===== config.mk =====
export PLATFORM = sky130hd
export DESIGN_NAME = reorder_window_cumulative_ack
export DESIGN_NICKNAME = d
export VERILOG_FILES = /design/src/hw/rtl/rwca_pkg.sv /design/src/hw/rtl/rwca_ram.sv /design/src/hw/rtl/reorder_window_cumulative_ack.sv
export SDC_FILE = /design/constraint.sdc
export NUM_CORES = 2
export LEC_CHECK = 0
export BUFFER_PORTS_ARGS = -buffer_cell sky130_fd_sc_hd__buf_2
export CAP_MARGIN = 15
export CORE_MARGIN = 2
export CORE_UTILIZATION = 56
export DETAILED_ROUTE_END_ITERATION = 16
export PLACE_DENSITY = 0.81
export SLEW_MARGIN = 15
export SYNTH_ARGS = -nofsm -noshare
export SYNTH_HDL_FRONTEND = slang
export SYNTH_SLANG_ARGS = --single-unit

===== constraint.sdc =====
create_clock -name clk -period 9.35 [get_ports clk]
set_input_delay 0.935 -clock clk [delete_from_list [all_inputs] [get_ports clk]]
set_output_delay 0.935 -clock clk [all_outputs]
set_load 0.005 [all_outputs]

===== src/hw/rtl/rwca_pkg.sv =====
`default_nettype none
// ---------------------------------------------------------------------------
// rwca_pkg
// Shared widths, constants, types and helpers of the reorder window with
// cumulative ack.
// ---------------------------------------------------------------------------
package rwca_pkg;

	localparam int unsigned WINDOW_SLOTS  = 32;
	localparam int unsigned SEGMENT_BYTES = 1024;
	localparam int unsigned MAX_RESULTS   = 32;

	localparam int SEQ_W    = 31;
	localparam int SIZE_W   = 11;
	localparam int TAG_W    = 16;
	localparam int STATUS_W = 3;
	localparam int SLOT_W   = $clog2(WINDOW_SLOTS);
	localparam int CNT_W    = $clog2(MAX_RESULTS + 1);

	localparam logic [STATUS_W-1:0] STAT_IN_ORDER  = 3'd0;
	localparam logic [STATUS_W-1:0] STAT_STORED    = 3'd1;
	localparam logic [STATUS_W-1:0] STAT_DUPLICATE = 3'd2;
	localparam logic [STATUS_W-1:0] STAT_EOF       = 3'd3;
	localparam logic [STATUS_W-1:0] STAT_DROPPED   = 3'd4;
	localparam logic [STATUS_W-1:0] STAT_AFTER_END = 3'd5;

	typedef enum logic [1:0] {
		ST_IDLE,
		ST_READ,
		ST_EMIT
	} state_t;

	typedef struct packed {
		logic [TAG_W-1:0]  tag;
		logic [SEQ_W-1:0]  seq;
		logic [SIZE_W-1:0] size;
	} slot_t;

	localparam int SLOT_DATA_W = $bits(slot_t);

	// next ring position, wrapping at the window size
	function automatic logic [SLOT_W-1:0] slot_inc(input logic [SLOT_W-1:0] s);
		logic [SLOT_W-1:0] r;
		if (int'(s) == int'(WINDOW_SLOTS) - 1) begin
			r = '0;
		end else begin
			r = s + SLOT_W'(1);
		end
		return r;
	endfunction

endpackage
`default_nettype wire


===== src/hw/rtl/rwca_ram.sv =====
`default_nettype none
// ---------------------------------------------------------------------------
// rwca_ram
// Generic single-write, single-read RAM with a registered read port.
// ---------------------------------------------------------------------------
module rwca_ram #(
	parameter int WIDTH = 8,
	parameter int DEPTH = 32
) (
	input  wire logic                     clk,
	input  wire logic                     we,
	input  wire logic [$clog2(DEPTH)-1:0] waddr,
	input  wire logic [WIDTH-1:0]         wdata,
	input  wire logic                     re,
	input  wire logic [$clog2(DEPTH)-1:0] raddr,
	output logic      [WIDTH-1:0]         rdata
);

	logic [WIDTH-1:0] mem [DEPTH];

	always_ff @(posedge clk) begin
		if (we) begin
			mem[waddr] <= wdata;
		end
		if (re) begin
			rdata <= mem[raddr];
		end
	end

endmodule
`default_nettype wire


===== src/hw/rtl/reorder_window_cumulative_ack.sv =====
`default_nettype none
// ---------------------------------------------------------------------------
// reorder_window_cumulative_ack
// Receiver reorder buffer: releases segments in byte order, stores early
// ones in a ring of slots and answers every segment with a cumulative ack.
//
// Usage: a segment word (seq_number, size, buffer_tag) is taken at a clock
// edge with start high and busy low. Results come out one word at a time
// with strobe high, for exactly that cycle; the receiver cannot stall.
// The first result of a segment appears in the cycle after it is taken.
// Stored, duplicate, dropped, end-of-file and after-end segments give a
// single result, and busy stays low, so a new segment may follow each cycle.
// An in-order segment that unlocks k stored slots gives 1 + k results;
// each stored slot takes a RAM read state and then an emit state, and busy
// is high during the drain (k <= 31). Slot contents sit in one RAM with a
// registered read port; slot valid bits are flops. Reset clears the
// expected number, ring base, valid bits and the end-of-file flag at once;
// no clearing pass is needed.
// ---------------------------------------------------------------------------
module reorder_window_cumulative_ack (
	input  wire logic                          clk,
	input  wire logic                          arst_n,
	input  wire logic                          start,
	output logic                               busy,
	input  wire logic [rwca_pkg::SEQ_W-1:0]    seq_number,
	input  wire logic [rwca_pkg::SIZE_W-1:0]   size,
	input  wire logic [rwca_pkg::TAG_W-1:0]    buffer_tag,
	output logic                               strobe,
	output logic                               released,
	output logic [rwca_pkg::TAG_W-1:0]         release_tag,
	output logic [rwca_pkg::SEQ_W-1:0]         release_seq,
	output logic [rwca_pkg::SIZE_W-1:0]        release_size,
	output logic [rwca_pkg::SEQ_W-1:0]         ack_number,
	output logic [rwca_pkg::STATUS_W-1:0]      status,
	output logic                               last
);

	import rwca_pkg::*;

	state_t state_q, state_d;

	logic [SEQ_W-1:0]        next_exp_q;
	logic [SLOT_W-1:0]       ring_base_q;
	logic                    finished_q;
	logic [WINDOW_SLOTS-1:0] slot_valid_q;
	logic [CNT_W-1:0]        cnt_q;

	logic                strobe_q;
	logic                released_q;
	logic [TAG_W-1:0]    rel_tag_q;
	logic [SEQ_W-1:0]    rel_seq_q;
	logic [SIZE_W-1:0]   rel_size_q;
	logic [SEQ_W-1:0]    ack_q;
	logic [STATUS_W-1:0] status_q;
	logic                last_q;

	logic              accept;
	logic              is_end;
	logic              in_order;
	logic              is_later;
	logic              in_window;
	logic              do_store;
	logic [SEQ_W-1:0]  diff;
	logic [SEQ_W-1:0]  offset;
	logic [SLOT_W:0]   slot_sum;
	logic [SLOT_W-1:0] store_slot;
	logic [SLOT_W-1:0] base_inc;
	logic [CNT_W-1:0]  cnt_next;
	logic              more;
	logic [SEQ_W-1:0]  in_size_ext;
	logic [SEQ_W-1:0]  ram_size_ext;

	logic                   ram_we;
	logic                   ram_re;
	slot_t                  wr_entry;
	logic [SLOT_DATA_W-1:0] ram_rdata;
	slot_t                  rd_entry;

	// classify the arriving segment
	always_comb begin
		accept      = start && (state_q == ST_IDLE);
		is_end      = (size == '0);
		diff        = seq_number - next_exp_q;
		offset      = SEQ_W'(diff / SEGMENT_BYTES);
		in_window   = (offset < SEQ_W'(WINDOW_SLOTS));
		in_order    = !finished_q && !is_end && (seq_number == next_exp_q);
		is_later    = !finished_q && !is_end && (seq_number > next_exp_q);
		do_store    = is_later && in_window;
		slot_sum    = {1'b0, ring_base_q} + {1'b0, offset[SLOT_W-1:0]};
		if (int'(slot_sum) >= int'(WINDOW_SLOTS)) begin
			store_slot = SLOT_W'(int'(slot_sum) - int'(WINDOW_SLOTS));
		end else begin
			store_slot = slot_sum[SLOT_W-1:0];
		end
		base_inc     = slot_inc(ring_base_q);
		in_size_ext  = {{(SEQ_W-SIZE_W){1'b0}}, size};
		rd_entry     = slot_t'(ram_rdata);
		ram_size_ext = {{(SEQ_W-SIZE_W){1'b0}}, rd_entry.size};
		cnt_next     = (state_q == ST_EMIT) ? cnt_q + CNT_W'(1) : CNT_W'(1);
		// another stored slot follows in order and the result budget allows it
		more = slot_valid_q[base_inc] && (int'(cnt_next) < int'(MAX_RESULTS))
			&& (int'(cnt_next) < int'(WINDOW_SLOTS));
	end

	// next state
	always_comb begin
		state_d = state_q;
		case (state_q)
			ST_IDLE: begin
				if (accept && in_order && more) begin
					state_d = ST_READ;
				end
			end
			ST_READ: begin
				state_d = ST_EMIT;
			end
			ST_EMIT: begin
				state_d = more ? ST_READ : ST_IDLE;
			end
			default: begin
				state_d = ST_IDLE;
			end
		endcase
	end

	// state outputs
	always_comb begin
		busy   = 1'b1;
		ram_re = 1'b0;
		ram_we = 1'b0;
		case (state_q)
			ST_IDLE: begin
				busy   = 1'b0;
				ram_we = start && do_store;
			end
			ST_READ: begin
				ram_re = 1'b1;
			end
			ST_EMIT: begin
				busy = 1'b1;
			end
			default: begin
				busy = 1'b1;
			end
		endcase
	end

	always_comb begin
		wr_entry.tag  = buffer_tag;
		wr_entry.seq  = seq_number;
		wr_entry.size = size;
	end

	rwca_ram #(
		.WIDTH(SLOT_DATA_W),
		.DEPTH(WINDOW_SLOTS)
	) u_slot_ram (
		.clk  (clk),
		.we   (ram_we),
		.waddr(store_slot),
		.wdata(SLOT_DATA_W'(wr_entry)),
		.re   (ram_re),
		.raddr(ring_base_q),
		.rdata(ram_rdata)
	);

	// control state
	always_ff @(posedge clk or negedge arst_n) begin
		if (!arst_n) begin
			state_q      <= ST_IDLE;
			next_exp_q   <= '0;
			ring_base_q  <= '0;
			finished_q   <= 1'b0;
			slot_valid_q <= '0;
			cnt_q        <= '0;
			strobe_q     <= 1'b0;
		end else begin
			state_q  <= state_d;
			strobe_q <= accept || (state_q == ST_EMIT);
			if (accept) begin
				if (!finished_q && is_end) begin
					finished_q <= 1'b1;
				end
				if (in_order) begin
					slot_valid_q[ring_base_q] <= 1'b0;
					next_exp_q  <= next_exp_q + in_size_ext;
					ring_base_q <= base_inc;
					cnt_q       <= cnt_next;
				end else if (do_store) begin
					slot_valid_q[store_slot] <= 1'b1;
				end
			end else if (state_q == ST_EMIT) begin
				slot_valid_q[ring_base_q] <= 1'b0;
				next_exp_q  <= next_exp_q + ram_size_ext;
				ring_base_q <= base_inc;
				cnt_q       <= cnt_next;
			end
		end
	end

	// result word
	always_ff @(posedge clk) begin
		if (accept) begin
			released_q <= in_order;
			rel_tag_q  <= in_order ? buffer_tag : '0;
			rel_seq_q  <= in_order ? seq_number : '0;
			rel_size_q <= in_order ? size : '0;
			last_q     <= !(in_order && more);
			if (finished_q) begin
				status_q <= STAT_AFTER_END;
				ack_q    <= next_exp_q;
			end else if (is_end) begin
				status_q <= STAT_EOF;
				ack_q    <= seq_number;
			end else if (in_order) begin
				status_q <= STAT_IN_ORDER;
				ack_q    <= next_exp_q + in_size_ext;
			end else if (do_store) begin
				status_q <= STAT_STORED;
				ack_q    <= next_exp_q;
			end else if (is_later) begin
				status_q <= STAT_DROPPED;
				ack_q    <= next_exp_q;
			end else begin
				status_q <= STAT_DUPLICATE;
				ack_q    <= next_exp_q;
			end
		end else if (state_q == ST_EMIT) begin
			status_q   <= STAT_IN_ORDER;
			released_q <= 1'b1;
			rel_tag_q  <= rd_entry.tag;
			rel_seq_q  <= rd_entry.seq;
			rel_size_q <= rd_entry.size;
			ack_q      <= next_exp_q + ram_size_ext;
			last_q     <= !more;
		end
	end

	assign strobe       = strobe_q;
	assign released     = released_q;
	assign release_tag  = rel_tag_q;
	assign release_seq  = rel_seq_q;
	assign release_size = rel_size_q;
	assign ack_number   = ack_q;
	assign status       = status_q;
	assign last         = last_q;

endmodule
`default_nettype wire


== Word-level counts from Yosys, hierarchy flattened ==
Memories as Yosys holds them, arrays and structs flattened. A register that Yosys moved wholly into a read port is not among the register bits.
Cells that the tools add are included.
Word-level totals
  register bits: 172
  bits in latches: 0
  memory bits (writable): 1856
  bits in read-only memories: 0
  input bits: 61
  output and inout port bits: 96
  memories: 1
Memory list
  u_slot_ram.mem: depth 32, bits a word 58, read ports 1, clocked after Yosys merged registers in 1, wr ports 1, line rwca_ram.sv:19  | logic [WIDTH-1:0] mem [DEPTH];
Cells by class
  add/sub/neg operators: 7
  $mul: 0
  div/mod/pow operators: 0
  $lt $le $gt $ge: 9
  equal/unequal tests: 7
  shifts and indexed selects: 0
  multiplexer cells: 53
  bitwise operators: 3
  reductions and logical operators: 25
Operators with widths (number)
  31-bit two-way mux: 9
  32-bit two-way mux: 4
  31-bit by 11-bit adder with 31-bit output: 2
  16-bit two-way mux: 3
  11-bit two-way mux: 3
  32-bit AND: 1
  32-bit inverter: 1
  32-bit bitwise OR: 1
  31-bit equality test: 1
  31-bit greater-than comparator: 1
  31-bit subtractor: 1
  5-bit two-way mux: 5
  6-bit two-way mux: 4
  21-bit by 6-bit < comparator with 1-bit output (second input constant): 1
  3-bit two-way mux: 7
  5-bit by 6-bit < comparator with 1-bit output (second input constant): 3
  1-bit logical AND: 14
  1-bit two-way mux: 13
  11-bit zero test: 1
  1-bit demux with 5-bit select: 2
  5-bit by 1-bit >= comparator with 1-bit output (second input constant): 2
  5-bit by 5-bit adder with 6-bit output: 1
  6-bit by 1-bit adder with 6-bit output (second input constant): 1
  6-bit >= comparator (second input constant): 1
  other kinds (16): 22

== Longest topological paths before layout ==
  word-level depth: 12
  gate-level depth with buffers: 20
  depth with buffers taken out: 17

== Modules after synthesis ==
A second synthesis with hierarchy kept.
Second synthesis, totals
  cell total of the unflattened synthesis: 5511
  area, all modules: 86332.8 sq um
Modules (own cells, without submodules)
  rwca_ram: instances 1, cells each 4055, area an instance 73780.8 sq um, sequential area each 57475.1 sq um
  reorder_window_cumulative_ack: instances 1, cells each 1456, area an instance 12552.0 sq um, sequential area each 4774.6 sq um

== Worst setup path after synthesis ==
OpenSTA, ideal clock, no wires.
  kind: input -> register
  start point: input seq_number[6] (netlist bit)
  end point: memory u_slot_ram.mem[12][0] (netlist bit) (enable)
  library setup time: 0.618 ns
  data arrival time: 9.247 ns
  data required time: 8.732 ns
  path slack: -0.515 ns
  stages on the path: 15
  path buffers: 2
  cells stage by stage: ha_1 buf_2 a2111oi_2 a211oi_1 a21boi_0 nand2b_1 xor2_1 fa_1 a21o_1 a21oi_1 xnor2_1 xnor2_1 clkbuf_1 nand3_1 nor4_1
On the way
  longest elaborated chain between the ends: 7
RTL lines
  start: declaration: line reorder_window_cumulative_ack.sv:25  | input wire logic [rwca_pkg::SEQ_W-1:0] seq_number,
  31-bit subtractor or 31-bit greater-than comparator (tied branches): line reorder_window_cumulative_ack.sv:83, reorder_window_cumulative_ack.sv:87
  21-bit by 6-bit < comparator with 1-bit output or 1-bit logical AND (tied branches): line reorder_window_cumulative_ack.sv:85, reorder_window_cumulative_ack.sv:87
  1-bit logical AND: line reorder_window_cumulative_ack.sv:88  | do_store = is_later && in_window;
  1-bit logical AND: line reorder_window_cumulative_ack.sv:134  | ram_we = start && do_store;
  1-bit two-way mux: line reorder_window_cumulative_ack.sv:131  | case (state_q)
  1-bit two-way mux: line rwca_ram.sv:22  | if (we) begin
  1-bit two-way mux (not written as such): line rwca_ram.sv:23  | mem[waddr] <= wdata;
  end: declaration: line rwca_ram.sv:19
Parallel ways exist; a longest one is shown, timed or not.

== Worst setup path in the final report ==
  start point: input seq_number[10] (netlist bit)
  end point: memory u_slot_ram.mem[12][44] (netlist bit) (enable)
Same word-level chain as after synthesis.

==> impl_results.md <==
* Cell Count, Final, Fillers Out at 6,669
* Worst vdd ir at 0.273 mV
* Post-synthesis adder-cell area fraction at 1.02%
* Reg2reg path depth at 14
* Clk_lat worst skew at 830 ps
* Buffers on Ports at 156
* GR Util All Layers at 32.6%
* Vias in the first global route at 48,200
* Initial Utilization at 56.5%
* Maximum clock path buffer count at 3
* Count leader, synth: edfxtp_1
* Wire per inst at 37.1 um
* Sw Ratio at 28.4%
* Area leader, netlist: edfxtp_1
* Combinational Power Share at 20.6%
* Largest net degree at the start of global routing at 101
* Post-DRT Antenna Nets at 0
* Final TNS setup at 0 ps
* Yosys warns at 0
* Pre-CTS setup slack at 2290 ps
* Post-Syn Instances at 4,375
* RD Place Congestion at 0.944
* Clock skew at 33.9 ps
* Sequential fraction of the synthesis area at 74.5%
* Critical path type: in -> reg
* Worst path max stage delay at 730 ps
* Mapped Nets at 4,502
* Critical path fanouts, max at 35
* Die height at 390 um
* Hold Crit Class: in -> async
* Max Cap Viol at 0
* Final Max Slew Viols at 0
* Footprint of the multi-input gates at 0.0204 mm^2
* Data required time at the worst endpoint at 9790 ps
* Synth-to-layout area growth at 11.8%
* Largest family of logic cells by synthesized area: multiplexers
* Post-cts resize count at 0
* Detail Placement HPWL at 124,000 um
* Hold WS at 55.6 ps
* Clk pwr share at 34.5%
* Grt total ovfl at 0
* CTS hold repair buffers at 0
* Area after DPL at 0.0871 mm^2
* Placed Cells at 6,308
* Fmax at 157 MHz
* Start point of the critical path: seq_number[10]
* Final wirelength at 248,000 um
* Crit path to: u_slot_ram.mem[12][44]$_DFFE_PP_
* Post-CTS setup buffers at 0
* Area contributors post-synth: edfxtp_1, mux4_2, dfrtp_1
* Internal at 16.6 mW
* Post-synthesis compound-gate area fraction at 5.76%
* Nets at 4,701
* Reg2reg end: u_slot_ram.mem[25][3]$_DFFE_PP_
* Post-synthesis xor/xnor area fraction at 0.618%
* Final setup fails at 0
* Number of synthesized register bits at 2,086
* # fillers at 9,277
* Remaining DRCs at 0
* Total CTS buffers at 194
* Post-route cell area at 0.0934 mm^2
* CTS tree: built
* Final hold vios at 0
* Final Cycle Share at 68.2%
* Status: finished clean
* Initial antenna violation count at 13
* Worst-Margin Slew at 1250 ps
* Crit path time final at 6380 ps
* Row Count at 141
* Synth unique cells at 81
* Clock Sinks at 2,086
* Die Wd at 390 um
* Syn avg cell area at 19.1 um^2
* Num ports at 157
* Critical Path End Type: flop
* Slew HR at 16.7%
* Worst setup margin at 2970 ps
* Fraction of registers with async set/reset at 3.74%
* Via count at 48,700
* Die area at 0.152 mm^2
* Sequential cell area at 0.0623 mm^2
* Reg2reg start: next_exp_q[11]$_DFFE_PN0P_
* Sequential power share at 44.9%
* Leakage at 29.8 nW
* Clk slew on worst S/H paths at 60 ps
* First-pass GRT wire length at 351,000 um
* NetSw at 6.61 mW
* Initial DRT Pass Iterations at 6
* CTS H-tree depth at 4
* Core area at 0.148 mm^2
* Root Driver: clkbuf_16
* Share of post-route cells with drive strength above 1 at 23.0%
* Post-synth top cells: edfxtp_1, mux4_2, a22oi_1
* Reg2reg setup slack at 2980 ps
* Power per Cell Area at 249 mW/mm^2
* Critical path arrival at 6820 ps
* Via/cell ratio at 7.30
* Post-synthesis mux area share at 13.0%
* Crit start category: input port
* Main synth FF type: edfxtp_1
* Post-synth top area share at 72.2%
* Initial DRC count at 7,705
* Number of flops mapped to enable cells by yosys at 2,008
* Post-Synth Simple-Gate Area at 3.60%
* CP cell instances: buf_2 > ha_1 > nand4_1 > a211oi_1 > a21boi_0 > nand2b_1 > xor2_1 > fa_1 > a21o_1 > a21oi_1 > xnor2_1 > xnor2_1 > nand3_1 > nor4_2 > buf_4 > buf_4
* Post-Syn Area at 0.0836 mm^2
* Crit-path slowest cell: buf_4
* RSZ-0062 raised after global routing: false
-- worst min path at each step --
stage | from | end | depth (start not counted)
2_1_floorplan | state_q[1]$_DFFE_PN0P_ | state_q[1]$_DFFE_PN0P_ | 1
3_3_place_gp | slot_valid_q[4]$_DFFE_PN0P_ | slot_valid_q[4]$_DFFE_PN0P_ | 2
3_5_place_dp | slot_valid_q[25]$_DFFE_PN0P_ | slot_valid_q[25]$_DFFE_PN0P_ | 2
4_1_cts | arst_n | next_exp_q[5]$_DFFE_PN0P_ | 1
5_1_grt | arst_n | next_exp_q[5]$_DFFE_PN0P_ | 1
6_report | arst_n | next_exp_q[5]$_DFFE_PN0P_ | 1
-- stage by stage --
stage	power (mW)	utilization (%)
finish	23.2	63.1
global route	23.7	63.1
CTS	23.2	63.1
detailed placement	15.2	58.9
global placement	15.1	58.8
floorplan	13.7	-
-- per-layer routing --
metal / up-vias / wire, um / GRT usage (%)
met5: - / 93 / 0
met4: 14 / 13800 / 15.9
met3: 887 / 32100 / 7.99
met2: 4540 / 119000 / 51.9
met1: 24700 / 82800 / 42.7
li1: 18500 / - / -
-- power groups by stage --
stage | Clock [mW] | Combinational (mW) | Sequential, mW
2_1_floorplan | 0 | 3.05 | 10.6
3_3_place_gp | 0 | 4.45 | 10.6
3_5_place_dp | 0 | 4.54 | 10.6
4_1_cts | 8.05 | 4.69 | 10.4
5_1_grt | 8.36 | 4.95 | 10.4
6_report | 8.02 | 4.79 | 10.4
-- worst max-delay path, delay by kind of cell --
kind,cells,cell delay (ps)
buffers and inverters,3,1770
and+or+nand+nor,4,1390
AOI/OAI and AO/OA,4,970
xor gates and xnor gates,3,780
adders and majority gates,2,910
-- flip-flops by register name (all words and copies together) (netlist names), 6 cells and up --
signal / count
release_seq: 31
release_size: 11
cnt_q: 6
next_exp_q: 31
release_tag: 16
u_slot_ram.rdata: 58
u_slot_ram.mem: 1856
ack_number: 31
slot_valid_q: 32
-- area by class of cell --
class	instances	share of cell area [%]
flip-flops and latches	2086	66.6
multi-input cells	1951	21.9
clock buffers	244	5.54
well taps	1930	2.58
repair buffers	269	1.85
clock inverters	110	1.21
inverters	72	0.292
diodes	7	0.0187
-- placed cells by master (no fill, tap or decap), types with 20 or more instances in the layout --
master        n
a21o_1       25
a21oi_1      95
a22oi_1     239
buf_2       155
buf_4       106
bufinv_16    20
clkbuf_1     43
clkbuf_16   200
clkinv_1     42
clkinv_2     29
dfrtp_1      76
edfxtp_1   2008
ha_1         63
inv_1        69
mux4_2      473
nand2_1     223
nand3_1      31
nand4_1      80
nor2_1      102
nor3_1       34
nor4_4       21
o21ai_0     205
xnor2_1      45
-- logic make-up (layout without fill, tap and decap cells) --
group | Yosys count | count (layout)
AND/OR/NAND/NOR | 606 | 606
AO/OA/AOI/OAI | 730 | 730
other | 0 | 7
XOR/XNOR | 59 | 59
flip-flops | 2086 | 2086
multiplexers | 490 | 490
adder cells (fa/ha/maj) | 66 | 66
buffers and inverters | 338 | 695
(Power assumes the default switching activity.)
